===== src/hdl/vfrma_pkg.sv =====
// Shared types and constants for the frame RSSI moving average unit.
package vfrma_pkg;

    localparam int RSSI_W    = 8;
    localparam int SUBTYPE_W = 8;
    localparam int OUI_W     = 24;
    localparam int CFG_IDX_W = 2;
    localparam int CFG_DATA_W = 24;

    typedef logic signed [RSSI_W-1:0]    rssi_t;
    typedef logic        [SUBTYPE_W-1:0] subtype_t;
    typedef logic        [OUI_W-1:0]     oui_t;
    typedef logic        [CFG_IDX_W-1:0] cfg_idx_t;

    // register indexes
    localparam cfg_idx_t CFG_ACTION_SUBTYPE = 2'd0;
    localparam cfg_idx_t CFG_VENDOR_OUI     = 2'd1;

    localparam subtype_t ACTION_SUBTYPE_RST = 8'hD0;
    localparam oui_t     VENDOR_OUI_RST     = 24'h7C9EBD;

endpackage


===== src/hdl/vfrma_ram.sv =====
// Simple dual-port RAM with registered, enabled read.
module vfrma_ram #(
    parameter int WIDTH = 8,
    parameter int DEPTH = 20
) (
    input  logic                     aclk,
    input  logic                     we,
    input  logic [$clog2(DEPTH)-1:0] waddr,
    input  logic [WIDTH-1:0]         wdata,
    input  logic                     re,
    input  logic [$clog2(DEPTH)-1:0] raddr,
    output logic [WIDTH-1:0]         rdata
);

    logic [WIDTH-1:0] mem [DEPTH];

    always_ff @(posedge aclk) begin
        if (we) begin
            mem[waddr] <= wdata;
        end
        if (re) begin
            rdata <= mem[raddr];
        end
    end

endmodule


===== src/hdl/vendor_frame_rssi_moving_average_unit.sv =====
// Top level of the frame RSSI moving average unit.
//
// Filters captured frame headers (management, action subtype, vendor OUI) and keeps a
// WINDOW-deep moving average of the RSSI of accepted frames. One request is taken every
// clock cycle unless m_ stalls; the result passes the update stage and the output register.
// The window lives in a RAM read one stage ahead of the update; the running sum and the
// reciprocal multiply that forms the mean sit in that single update stage. The first accepted
// frame defines the whole window; slots not yet rewritten since then read back as that value,
// so no clearing pass is needed after reset. Configuration writes take effect immediately and
// are only to be done while the unit is idle.
module vendor_frame_rssi_moving_average_unit
    import vfrma_pkg::*;
#(
    parameter int WINDOW = 20
) (
    input  logic                  aclk,
    input  logic                  aresetn,

    input  logic                  cfg_wr_en,
    input  logic [CFG_IDX_W-1:0]  cfg_addr,
    input  logic [CFG_DATA_W-1:0] cfg_wdata,

    input  logic                  s_valid,
    output logic                  s_ready,
    input  logic                  s_is_mgmt,
    input  logic [SUBTYPE_W-1:0]  s_frame_ctrl_low,
    input  logic [OUI_W-1:0]      s_sender_oui,
    input  logic signed [RSSI_W-1:0] s_rssi,

    output logic                  m_valid,
    input  logic                  m_ready,
    output logic                  m_accepted,
    output logic                  m_have_data,
    output logic signed [RSSI_W-1:0] m_average_rssi
);

    localparam int SLOT_W = (WINDOW > 1) ? $clog2(WINDOW) : 1;
    localparam int SUM_W  = RSSI_W + $clog2(WINDOW);
    // exact reciprocal: floor(n*RECIP >> SH) == floor(n/WINDOW) for n < 2^SUM_W
    localparam int SH     = SUM_W + $clog2(WINDOW);
    localparam int RCP_W  = SUM_W + 2;
    localparam int PROD_W = SUM_W + RCP_W;
    localparam longint unsigned RECIP_L = ((longint'(1) << SH) + WINDOW - 1) / WINDOW;
    localparam logic [RCP_W-1:0] RECIP = RCP_W'(RECIP_L);
    localparam logic [SLOT_W-1:0] LAST_SLOT = SLOT_W'(WINDOW - 1);
    localparam logic signed [SUM_W-1:0] WIN_S = SUM_W'(WINDOW);

    // configuration
    subtype_t action_subtype_reg;
    oui_t     vendor_oui_reg;

    always_ff @(posedge aclk) begin
        if (!aresetn) begin
            action_subtype_reg <= ACTION_SUBTYPE_RST;
            vendor_oui_reg     <= VENDOR_OUI_RST;
        end else if (cfg_wr_en) begin
            unique case (cfg_addr)
                CFG_ACTION_SUBTYPE: action_subtype_reg <= cfg_wdata[SUBTYPE_W-1:0];
                CFG_VENDOR_OUI:     vendor_oui_reg     <= cfg_wdata[OUI_W-1:0];
                default: ;
            endcase
        end
    end

    // ---------------- stage 0: filter, slot pointer, RAM read ----------------
    logic              in_fire;
    logic              acc0;
    logic              seen0_reg;
    logic              wrapped0_reg;
    logic [SLOT_W-1:0] slot0_reg;
    rssi_t             first_rssi_reg;

    assign in_fire = s_valid && s_ready;
    assign acc0    = s_is_mgmt && (s_frame_ctrl_low == action_subtype_reg)
                     && (s_sender_oui == vendor_oui_reg);

    always_ff @(posedge aclk) begin
        if (!aresetn) begin
            seen0_reg    <= 1'b0;
            wrapped0_reg <= 1'b0;
            slot0_reg    <= '0;
        end else if (in_fire && acc0) begin
            if (!seen0_reg) begin
                seen0_reg <= 1'b1;
            end else if (slot0_reg == LAST_SLOT) begin
                slot0_reg    <= '0;
                wrapped0_reg <= 1'b1;
            end else begin
                slot0_reg <= slot0_reg + 1'b1;
            end
        end
    end

    // value that fills the window on the first accepted frame
    always_ff @(posedge aclk) begin
        if (in_fire && acc0 && !seen0_reg) begin
            first_rssi_reg <= s_rssi;
        end
    end

    // ---------------- stage 1: window update ----------------
    logic              p1_valid_reg;
    logic              p1_acc_reg;
    logic              p1_first_reg;
    logic              p1_use_mem_reg;
    logic              p1_seen_reg;
    logic [SLOT_W-1:0] p1_slot_reg;
    rssi_t             p1_rssi_reg;
    logic              out_free;
    logic              p1_fire;
    logic [RSSI_W-1:0] ram_rdata;

    assign out_free = !m_valid || m_ready;
    assign p1_fire  = p1_valid_reg && out_free;
    assign s_ready  = !p1_valid_reg || out_free;

    always_ff @(posedge aclk) begin
        if (!aresetn) begin
            p1_valid_reg <= 1'b0;
        end else if (s_ready) begin
            p1_valid_reg <= s_valid;
        end
    end

    always_ff @(posedge aclk) begin
        if (in_fire) begin
            p1_acc_reg     <= acc0;
            p1_first_reg   <= !seen0_reg;
            p1_use_mem_reg <= wrapped0_reg;
            p1_seen_reg    <= seen0_reg || acc0;
            p1_slot_reg    <= slot0_reg;
            p1_rssi_reg    <= s_rssi;
        end
    end

    vfrma_ram #(
        .WIDTH (RSSI_W),
        .DEPTH (WINDOW)
    ) u_window_ram (
        .aclk  (aclk),
        .we    (p1_fire && p1_acc_reg && !p1_first_reg),
        .waddr (p1_slot_reg),
        .wdata (p1_rssi_reg),
        .re    (in_fire),
        .raddr (slot0_reg),
        .rdata (ram_rdata)
    );

    logic signed [SUM_W-1:0] sum_reg;
    logic signed [SUM_W-1:0] sum_next;
    logic signed [SUM_W-1:0] sum_upd;
    logic signed [SUM_W-1:0] rssi_ext;
    logic signed [SUM_W-1:0] old_ext;
    rssi_t                   old_rssi;
    logic                    sum_neg;
    logic [SUM_W-1:0]        sum_mag;
    logic [PROD_W-1:0]       prod;
    logic [RSSI_W-1:0]       quot;
    rssi_t                   mean;
    rssi_t                   avg_reg;
    rssi_t                   avg_next;

    always_comb begin
        old_rssi = p1_use_mem_reg ? rssi_t'(ram_rdata) : first_rssi_reg;
        rssi_ext = SUM_W'(p1_rssi_reg);
        old_ext  = SUM_W'(old_rssi);
        sum_upd  = sum_reg + rssi_ext - old_ext;
        sum_neg  = sum_upd[SUM_W-1];
        sum_mag  = sum_neg ? SUM_W'(-sum_upd) : SUM_W'(sum_upd);
        prod     = PROD_W'(sum_mag) * PROD_W'(RECIP);
        quot     = prod[SH +: RSSI_W];
        mean     = sum_neg ? rssi_t'(-quot) : rssi_t'(quot);

        sum_next = sum_reg;
        avg_next = avg_reg;
        if (p1_acc_reg) begin
            if (p1_first_reg) begin
                sum_next = SUM_W'(rssi_ext * WIN_S);
                avg_next = p1_rssi_reg;
            end else begin
                sum_next = sum_upd;
                avg_next = mean;
            end
        end
    end

    always_ff @(posedge aclk) begin
        if (!aresetn) begin
            sum_reg <= '0;
            avg_reg <= '0;
        end else if (p1_fire) begin
            sum_reg <= sum_next;
            avg_reg <= avg_next;
        end
    end

    // ---------------- output register ----------------
    logic m_valid_reg;

    always_ff @(posedge aclk) begin
        if (!aresetn) begin
            m_valid_reg <= 1'b0;
        end else if (out_free) begin
            m_valid_reg <= p1_valid_reg;
        end
    end

    always_ff @(posedge aclk) begin
        if (p1_fire) begin
            m_accepted     <= p1_acc_reg;
            m_have_data    <= p1_seen_reg;
            m_average_rssi <= avg_next;
        end
    end

    assign m_valid = m_valid_reg;

endmodule


===== config.mk =====
export PLATFORM = sky130hd
export DESIGN_NAME = vendor_frame_rssi_moving_average_unit
export DESIGN_NICKNAME = d
export VERILOG_FILES = /design/src/hdl/vfrma_pkg.sv /design/src/hdl/vfrma_ram.sv /design/src/hdl/vendor_frame_rssi_moving_average_unit.sv
export SDC_FILE = /design/constraint.sdc
export NUM_CORES = 1
export LEC_CHECK = 0
export BUFFER_PORTS_ARGS = -buffer_cell sky130_fd_sc_hd__buf_2
export CORE_ASPECT_RATIO = 0.75
export CORE_UTILIZATION = 50
export DETAILED_ROUTE_END_ITERATION = 12
export GPL_ROUTABILITY_DRIVEN = 0
export MAX_ROUTING_LAYER = met4
export PLACE_DENSITY = 0.7
export SETUP_SLACK_MARGIN = 0.3
export SLEW_MARGIN = 20
export SYNTH_ARGS = -nofsm -noshare
export SYNTH_HDL_FRONTEND = slang
export SYNTH_SLANG_ARGS = --single-unit

===== constraint.sdc =====
create_clock -name aclk -period 15.3 [get_ports aclk]
set_input_delay 0.765 -clock aclk [delete_from_list [all_inputs] [get_ports aclk]]
set_output_delay 0.765 -clock aclk [all_outputs]
set_load 0.01 [all_outputs]

# ---- Yosys cells after proc, flatten, opt, wreduce, memory -nomap -nowiden
# Memories as Yosys holds them, arrays and structs flattened. A register that Yosys moved wholly into a read port is not among the register bits.
# Cells that the tools add are included.
dict set report totals {
  reg_bits 97
  ram_bits 160
  in_bits 72
  out_inout_bits 12
  wordCells 61
  memories 1
}
# name words word_bits rd rd_clocked_by_memory_dff wr line_no
set mem_list {}
lappend mem_list {u_window_ram.mem 20 8 1 1 1 vfrma_ram.sv:15} ;# logic [WIDTH-1:0] mem [DEPTH];
dict set report op_classes {
  n_addsub 5
  mul 2
  eq_ne 4
  muxes 9
  reduce_logical 21
}
# operator count
set op_table {}
lappend op_table {{$mux 8} 4}
lappend op_table {{$mux 13} 2}
lappend op_table {{$eq 24x24->1} 1}
lappend op_table {{$mul 13x12->24 const B} 1}
lappend op_table {{$add 13x8->13} 1}
lappend op_table {{$neg 13->13} 1}
lappend op_table {{$sub 13x8->13} 1}
lappend op_table {{$mul 8x4->11 const B} 1}
lappend op_table {{$eq 8x8->1} 1}
lappend op_table {{$logic_and 1x1->1} 8}
lappend op_table {{$neg 8->8} 1}
lappend op_table {{$reduce_and 2->1} 4}
lappend op_table {{$add 5x1->5 const B} 1}
lappend op_table {{$eq 5x5->1 const B} 1}
lappend op_table {{$mux 5} 1}
lappend op_table {{$logic_not 1->1} 4}
lappend op_table {{$logic_or 1x1->1} 3}
lappend op_table {{$reduce_and 3->1} 1}
lappend op_table {{$eq 2x1->1 const B} 1}
lappend op_table {{$logic_not 2->1} 1}
lappend op_table {{$mux 1} 2}

# ---- Depth between registers and ports, before layout
# Gate-level depths: netlist of the first run.
dict set report depth {
  ltp_word 9
  depth_mapped 37
  ltp_nobuf 36
}

# ---- Modules after synthesis
# From an unflattened synthesis of the first run, not the netlist that was laid out.
dict set report hier_totals {
  hier_cells 1265
  hier_area_um2 15403.5
}
# module instances cells_each area_each_um2 seq_area_each_um2
set modules_own_cells {}
lappend modules_own_cells {vendor_frame_rssi_moving_average_unit 1 957 8841.0 2292.2}
lappend modules_own_cells {vfrma_ram 1 308 6562.5 5044.8}

# ---- Worst setup path after synthesis of the first run
# OpenSTA, ideal clock, no wires.
dict set report synth_path {
  kind {reg-to-reg}
  startpoint {reg p1_use_mem_reg}
  endpoint {reg m_average_rssi[7], data pin}
  setup_ns 0.153
  t_arrival_ns 8.830
  t_required_ns 15.147
  path_slack_ns 6.318
  stages_incl_launch_ff 36
  path_buffers 2
  synth_period_minus_slack_ns 8.982
  cell_sequence {edfxtp_1 -> clkbuf_1 -> mux2_2 -> fa_1 -> inv_1 -> ha_1 -> o21a_1 -> o21ai_1 -> a21oi_1 -> o311a_1 -> or4_1 -> nand3_2 -> o21bai_1 -> xor2_1 -> inv_1 -> ha_1 -> inv_1 -> fa_1 -> inv_1 -> fa_1 -> fa_1 -> inv_1 -> fa_1 -> inv_1 -> ha_1 -> a21o_1 -> a21oi_1 -> and4_1 -> buf_6 -> nor3_1 -> or3_1 -> a2111oi_2 -> a31oi_2 -> xnor2_1 -> mux2_4 -> o22ai_1}
}
dict set report synth_via {
  elab_chain_cells 9
}
# item line_no
set synth_lines {}
lappend synth_lines {{start, declared} vendor_frame_rssi_moving_average_unit.sv:105} ;# logic p1_use_mem_reg;
lappend synth_lines {{start signal, assigned} vendor_frame_rssi_moving_average_unit.sv:129} ;# p1_use_mem_reg <= wrapped0_reg;
lappend synth_lines {{$mux 8 *} vendor_frame_rssi_moving_average_unit.sv:164} ;# old_rssi = p1_use_mem_reg ? rssi_t'(ram_rdata) : first_rssi_reg;
lappend synth_lines {{$sub 13x8->13 *} vendor_frame_rssi_moving_average_unit.sv:167} ;# sum_upd = sum_reg + rssi_ext - old_ext;
lappend synth_lines {{$neg 13->13} vendor_frame_rssi_moving_average_unit.sv:169} ;# sum_mag = sum_neg ? SUM_W'(-sum_upd) : SUM_W'(sum_upd);
lappend synth_lines {{$mux 13} vendor_frame_rssi_moving_average_unit.sv:169}
lappend synth_lines {{$mul 13x12->24} vendor_frame_rssi_moving_average_unit.sv:170} ;# prod = PROD_W'(sum_mag) * PROD_W'(RECIP);
lappend synth_lines {{$neg 8->8} vendor_frame_rssi_moving_average_unit.sv:172} ;# mean = sum_neg ? rssi_t'(-quot) : rssi_t'(quot);
lappend synth_lines {{$mux 8 *} vendor_frame_rssi_moving_average_unit.sv:172}
lappend synth_lines {{$mux 8 *} vendor_frame_rssi_moving_average_unit.sv:177} ;# if (p1_first_reg) begin
lappend synth_lines {{$mux 8 *} vendor_frame_rssi_moving_average_unit.sv:176} ;# if (p1_acc_reg) begin
lappend synth_lines {{via avg_next[7]} vendor_frame_rssi_moving_average_unit.sv:161} ;# rssi_t avg_next;
lappend synth_lines {{end signal, assigned} vendor_frame_rssi_moving_average_unit.sv:212} ;# m_average_rssi <= avg_next;
lappend synth_lines {{end, declared} vendor_frame_rssi_moving_average_unit.sv:34} ;# output logic signed [RSSI_W-1:0] m_average_rssi
# Mark *: on every way through the listed nets, which the timed path passes. The rest lies on a longest branch.
# A chain may end at the register's enable or synchronous reset.

# ---- Final worst setup path of the first run
dict set report layout_path {
  startpoint {reg p1_rssi_reg[1]}
  endpoint {reg m_average_rssi[2], data pin}
}
dict set report layout_via {
  elab_chain_cells 9
}
# item line_no
set layout_lines {}
lappend layout_lines {{start, declared} vendor_frame_rssi_moving_average_unit.sv:108} ;# rssi_t p1_rssi_reg;
lappend layout_lines {{start signal, assigned} vendor_frame_rssi_moving_average_unit.sv:132} ;# p1_rssi_reg <= s_rssi;
lappend layout_lines {{$add 13x8->13 *} vendor_frame_rssi_moving_average_unit.sv:167}
lappend layout_lines {{$sub 13x8->13 *} vendor_frame_rssi_moving_average_unit.sv:167}
lappend layout_lines {{$neg 13->13} vendor_frame_rssi_moving_average_unit.sv:169}
lappend layout_lines {{$mux 13} vendor_frame_rssi_moving_average_unit.sv:169}
lappend layout_lines {{$mul 13x12->24} vendor_frame_rssi_moving_average_unit.sv:170}
lappend layout_lines {{$neg 8->8} vendor_frame_rssi_moving_average_unit.sv:172}
lappend layout_lines {{$mux 8 *} vendor_frame_rssi_moving_average_unit.sv:172}
lappend layout_lines {{$mux 8 *} vendor_frame_rssi_moving_average_unit.sv:177}
lappend layout_lines {{$mux 8 *} vendor_frame_rssi_moving_average_unit.sv:176}
lappend layout_lines {{via avg_next[2]} vendor_frame_rssi_moving_average_unit.sv:161}
# Marked as above.

==> results of run 1 <==
cells in the mapped netlist, drive strengths merged (7+ instances only):
master    n
dfxtp    62
a31oi     8
a21oi    56
nor2b     7
xnor2    57
nor3      9
buf      11
mux4     48
nand4    10
mux2i    17
inv     133
o21a      8
nor2     76
and2      9
mux2     17
o21ai    18
o211ai   12
fa       52
ha      112
nand2    95
a21o     13
edfxtp  203
nand3    26
xor2     28
clkbuf   29
routing by layer:
metal / track usage, % / up-vias
met1: 33.10 / 4648
met4: 3.068 / 0
met2: 33.30 / 318
met3: 2.695 / 34
met5: - / -
li1: - / 4388
how the worst max path moves through the flow:
stage                         from                end  slack, ns  cells past startpoint
floorplan           p1_use_mem_reg  m_average_rssi[7]       6.32                     35
global placement    p1_rssi_reg[1]  m_average_rssi[3]       5.35                     32
detailed placement  p1_rssi_reg[1]  m_average_rssi[3]       5.23                     32
CTS                 p1_rssi_reg[1]  m_average_rssi[3]       5.20                     32
global route        p1_rssi_reg[1]  m_average_rssi[4]       4.61                     33
finish              p1_rssi_reg[1]  m_average_rssi[2]       5.18                     32
cells by family after synthesis:
| logic type | Yosys count |
|---|---|
| XOR/XNOR | 85 |
| multiplexers | 82 |
| buffers and inverters | 174 |
| adder cells (fa/ha/maj) | 164 |
| flip-flops | 265 |
| AND/OR/NAND/NOR | 264 |
| AO/OA/AOI/OAI | 149 |
layout by cell type (no fill, tap or decap), types with 9 or more instances in the layout:
cell,count
sky130_fd_sc_hd__fa_1,52
sky130_fd_sc_hd__edfxtp_1,203
sky130_fd_sc_hd__clkbuf_16,27
sky130_fd_sc_hd__a21oi_1,55
sky130_fd_sc_hd__mux4_2,48
sky130_fd_sc_hd__xnor2_1,55
sky130_fd_sc_hd__buf_2,83
sky130_fd_sc_hd__and2_1,9
sky130_fd_sc_hd__buf_4,9
sky130_fd_sc_hd__a21o_1,13
sky130_fd_sc_hd__inv_1,131
sky130_fd_sc_hd__nand2_1,95
sky130_fd_sc_hd__nand4_1,10
sky130_fd_sc_hd__mux2i_1,17
sky130_fd_sc_hd__ha_1,112
sky130_fd_sc_hd__xor2_1,26
sky130_fd_sc_hd__nor2_1,75
sky130_fd_sc_hd__o21ai_0,11
sky130_fd_sc_hd__dfxtp_1,60
sky130_fd_sc_hd__nand3_1,25
sky130_fd_sc_hd__o211ai_1,12
sky130_fd_sc_hd__mux2_2,16
per-stage QoR:
| step | cell area (µm²) | hold slack [ns] | util (%) | std cells |
|---|---|---|---|---|
| after global placement | 15710 | 0.4082 | 53.82 | 1627 |
| after floorplan | 14890 | 0.4003 | - | 1183 |
| after global routing | 16600 | 0.4393 | 56.86 | 1677 |
| final | 16600 | 0.4410 | 56.86 | 1677 |
| after detailed placement | 15710 | 0.4240 | 53.82 | 1627 |
| after CTS | 16600 | 0.4257 | 56.86 | 1677 |
area by class of cell:
| class | instances | share of cell area, % |
|---|---|---|
| timing repair buffer | 92 | 2.910 |
| clock buffer | 36 | 4.395 |
| multi-input combinational | 744 | 41.54 |
| inverter | 134 | 3.031 |
| tap | 392 | 2.955 |
| clock inverter | 14 | 0.9499 |
| sequential | 265 | 44.22 |
==> out/metrics.yaml, run 1 <==
timing:
  finalHoldViolCount: 0
  clock-skew-final_ns: 0.01019
  period_needed_ns: 10.12
  unrepaired_setup_endpoints_after_global_routing: "false"
  setup_slack_ns: 5.184
  worst-slew-pin-transition_ns: 1.125
  fin_setup_tns_ns: 0
  min_period_over_period_pct: 66.12
  final-setup-viol-count: 0
  clock.fmax_ghz: 0.09885
  max-slew-margin-rel_pct: 24.72
  slew_viol_final: 0
detailed_routing:
  detail-route-antenna-nets: 0
  firstDrtPassIters: 7
  drc: 0
  post_drt_wl_per_cell_um: 19.17
  vias_per_cell: 5.598
  top_layer_used: "met4"
  routed-wl-met2_um: 14270
  vias: 9388
  routed_length_on_met1_um: 15410
  route.met3.wl_um: 2097
  finalWirelength_um: 32150
  dr.first_iter.drc_count: 731
worst_setup_path:
  worst_r2r_startpoint: "p1_rssi_reg[1]"
  worst_setup_path_end_kind: "register"
  regToRegEndpoint: "m_average_rssi[2]"
  setup.worst_path.start_class: "register"
  cp_delay_by_family_top: "adder cells"
  critical-path-slowest-cell: "sky130_fd_sc_hd__edfxtp_1"
  critPathMaxStageDelay_ns: 0.88
  critical_path_buf_inv_count: 7
  timing.critical_path.fanout_max: 23
  r2r.worst_path.cells: 32
  r2r_slack_ns: 5.18
  crit_path_frequent_cell: "sky130_fd_sc_hd__inv_1"
  critical_path_required_ns: 15.70
  path_class: "register to register"
  timing.critical_path.arrival_ns: 10.52
synthesis:
  synth.area.top_cells: "sky130_fd_sc_hd__edfxtp_1 41%, sky130_fd_sc_hd__ha_1 9.4%, sky130_fd_sc_hd__dfxtp_1 8.3%"
  synthSimpleGateAreaFrac_pct: 8.233
  post_synthesis_cell_area_um2: 14890
  synth_flop_cell: "sky130_fd_sc_hd__edfxtp_1"
  yosysSeqAreaShare_pct: 49.26
  number_of_flops_mapped_to_enable_cells_by_yosys: 203
  synth-compound-area-share_pct: 6.746
  synth_top_area_cell: "sky130_fd_sc_hd__edfxtp_1"
  synth-adder-area-share_pct: 16.40
  synth.lib_cells_used.distinct: 71
  ys_seq_elements: 265
  netlist.area_leader.share_pct: 40.93
  synth_async_sr_flop_share_pct: 0
  number_of_cells_produced_by_synthesis: 1183
  synth_xor_area_share_pct: 5.200
  post_synth_mux_area_share_pct: 9.712
  combinational_family_with_the_most_area_after_synthesis: "adder cells"
  post_synth.cell_area_avg_um2: 12.59
  synth_warnings: 0
  synth.net_count: 1419
cts:
  postCtsResizedCells: 0
  cts.clk_slew.worst_paths_ns: 0.06
  cts_hold_buf: 0
  cts_setup_buffers: 0
  total_number_of_h_tree_levels: 1
  cts_buffers: 27
  clock_tree.buffer_depth: 3
  cts_root_buf: "sky130_fd_sc_hd__clkbuf_16"
  clock_sink_count: 265
  worstSkewPairLatency_ns: 0.53
  tritoncts: "done"
floorplanning:
  initial_utilization_pct: 51.02
  boundaryPins: 84
  die-area_um2: 30490
  fp-row-count: 54
  vert_die_dim_um: 151.5
  die_x_um: 201.3
  core_area_um2: 29190
layout:
  final_layout_size_suffix_gt1_share_pct: 16.89
  nNetsFinal: 1500
  multi_input_comb_area_um2: 6894
  final_layout_fill_cell_count: 2402
  largest_reg_flops: 160
  antennaDiodeCount: 0
  seqCellArea_um2: 7340
  area_delta_synth_final_pct: 11.44
hold_path:
  worst_hold_startpoint: "p1_seen_reg"
  hold_path.class: "register to register"
  min_delay_worst_endpoint: "m_have_data"
  min_path_cells: 0
run_status:
  run_status: "finished, final reports clean"
global_route:
  overflow: 0
  wire_length_of_the_first_global_routing_pass_um: 50230
  maximum_number_of_pins_on_one_net_before_global_route_repair: 46
  grt_antenna_before_repair: 0
  first_global_vias: 9045
  track_usage_pct: 22.12
placement:
  placement.setup.worst_slack_ns: 5.227
  port_buffers: 83
  dpl.hpwl_um: 23270
job:
  maxCapViolations: 0
Power of run 1 is not shown: default switching activity piles up to over one toggle a cycle in this logic, so the estimate is an artifact.
==> run 2: changes to the inputs <==
clock period = 9.76 ns   (was 15.3 ns; I/O delays follow)
==> run 2 against run 1 <==
Against the previous run:
- sequential share of layout area shrank 0.74 points
- cell area grew 1.7%
- critical path depth up 3
- wire length increased by 1.0%
- global-route usage is 0.31 points higher
- first-iteration DRC count increased by 3.7%
- final cell count increased by 1.4%
==> out/metrics.yaml, run 2 (synthesis gave the netlist of run 1 again) <==
timing:
  finalHoldViolCount: 0  # unchanged
  slew_viol_final: 0  # unchanged
  max-slew-margin-rel_pct: 28.80  # +4.1 points
  worst-slew-pin-transition_ns: 1.067  # -0.05815 ns
  fin_setup_tns_ns: 0  # unchanged
  min_period_over_period_pct: 93.00  # +27 points
  clock.fmax_ghz: 0.1102  # +11%
  clock-skew-final_ns: 0.02992  # +0.01973 ns
  final-setup-viol-count: 0  # unchanged
  setup_slack_ns: 0.6830  # -4.501 ns
  unrepaired_setup_endpoints_after_global_routing: "false"
  period_needed_ns: 9.077  # -1.039 ns
detailed_routing:
  finalWirelength_um: 32480  # +1.0%
  vias: 9419  # +0.33%
  detail-route-antenna-nets: 0  # unchanged
  dr.first_iter.drc_count: 758  # +3.7%
  drc: 0  # unchanged
  vias_per_cell: 5.541  # -1.0%
  post_drt_wl_per_cell_um: 19.11  # -0.34%
  firstDrtPassIters: 5  # -2
global_route:
  overflow: 0  # unchanged
  grt_antenna_before_repair: 0  # unchanged
  wire_length_of_the_first_global_routing_pass_um: 51030  # +1.6%
  first_global_vias: 9236  # +2.1%
  maximum_number_of_pins_on_one_net_before_global_route_repair: 38  # -17%
  track_usage_pct: 22.44  # +0.31 points
worst_setup_path:
  timing.critical_path.arrival_ns: 9.38  # -1.14 ns
  critical-path-slowest-cell: "sky130_fd_sc_hd__fa_1"
  critical_path_required_ns: 10.06  # -5.64 ns
  crit_path_frequent_cell: "sky130_fd_sc_hd__inv_1"
  timing.critical_path.fanout_max: 14  # -39%
  path_class: "register to register"
  critPathMaxStageDelay_ns: 0.54  # -0.34 ns
  setup.worst_path.start_class: "register"
  worst_setup_path_end_kind: "register"
layout:
  final_layout_size_suffix_gt1_share_pct: 20.26  # +3.4 points
  area_delta_synth_final_pct: 13.33
  mostFrequentLayoutCell: "sky130_fd_sc_hd__edfxtp_1"
  antennaDiodeCount: 0  # unchanged
  fin_cells: 1700  # +1.4%
  nNetsFinal: 1523  # +1.5%
  largest_reg_flops: 160  # unchanged
  most-common-layout-cells: "203 x sky130_fd_sc_hd__edfxtp_1, 130 x sky130_fd_sc_hd__inv_1, 110 x sky130_fd_sc_hd__ha_1, 95 x sky130_fd_sc_hd__nand2_1, 83 x sky130_fd_sc_hd__buf_2"
cts:
  tritoncts: "done"
  clock_tree.buffer_depth: 3  # unchanged
  cts.clk_slew.worst_paths_ns: 0.06  # about the same
  worstSkewPairLatency_ns: 0.55  # +0.02 ns
  total_number_of_h_tree_levels: 1  # unchanged
  clock_sink_count: 265  # unchanged
  cts_hold_buf: 0  # unchanged
  cts_buffers: 27  # unchanged
  cts_root_buf: "sky130_fd_sc_hd__clkbuf_16"
job:
  maxCapViolations: 0  # unchanged
floorplanning:
  die_x_um: 201.3  # unchanged
  vert_die_dim_um: 151.5  # unchanged
  fp-row-count: 54  # unchanged
  die-area_um2: 30490  # unchanged
  initial_utilization_pct: 51.02  # unchanged
  core_area_um2: 29190  # unchanged
  boundaryPins: 84  # unchanged
run_status:
  run_status: "finished, final reports clean"
placement:
  port_buffers: 83  # unchanged
  placement.setup.worst_slack_ns: 0.2215  # -5.005 ns
  dpl.hpwl_um: 23660  # +1.7%
  dp.cells: 1640  # +0.80%
hold_path:
  hold_path.class: "primary input to register"
==> run 2: final timing paths <==
kind,end,startpoint,cells past startpoint,slack (ns)
setup / recovery,m_average_rssi[4],p1_use_mem_reg,35,0.68
hold / removal,vendor_oui_reg[22],cfg_wdata[22],3,0.14
setup reg to reg,m_average_rssi[4],p1_use_mem_reg,35,0.68
hold reg to reg,m_have_data,p1_seen_reg,0,0.42
==> run 2: area by class of cell <==
type	count	area, µm²
fillers	2363	12310
well taps	392	490.5
clock inverters	13	115.1
clock buffers	37	733.2
flip-flops and latches	265	7340
inverters	134	503.0
multi-input cells	744	7034
repair buffers	115	663.1
==> run 2: worst max-delay path: cells and delay by family (launching register included) <==
| kind | cells | cell delay [ns] |
|---|---|---|
| DFF | 1 | 0.50 |
| buffers and inverters | 8 | 0.71 |
| muxes | 2 | 0.67 |
| adders and majority gates | 9 | 3.76 |
| AOI/OAI and AO/OA | 8 | 1.54 |
| xor gates and xnor gates | 3 | 0.59 |
| and+or+nand+nor | 5 | 1.04 |
==> run 2: metrics by stage <==
step / utilization [%] / hold slack, ns / cell area [µm²]
2_1_floorplan: - / 0.4003 / 14890
3_3_place_gp: 54.16 / 0.4093 / 15810
3_5_place_dp: 54.16 / 0.4045 / 15810
4_1_cts: 57.14 / 0.1203 / 16680
5_1_grt: 57.83 / 0.1400 / 16880
6_report: 57.83 / 0.1434 / 16880
==> run 2: repair_timing <==
| action | in CTS | in global routing |
|---|---|---|
| cloned | 0 | 0 |
| pin swaps | 0 | 8 |
| gates resized for setup | 0 | 36 |
| setup endpoints to repair | 2 | 14 |
| buffers inserted | 3 | 7 |
==> run 2: routing by layer <==
metal / part of all wire [%] / GRT usage [%]
met1: 47 / 32.76
met2: 43 / 32.34
met3: 8.5 / 5.518
met4: 1.4 / 3.409
met5: 0 / -
Power of run 2 is left out for the same reason.
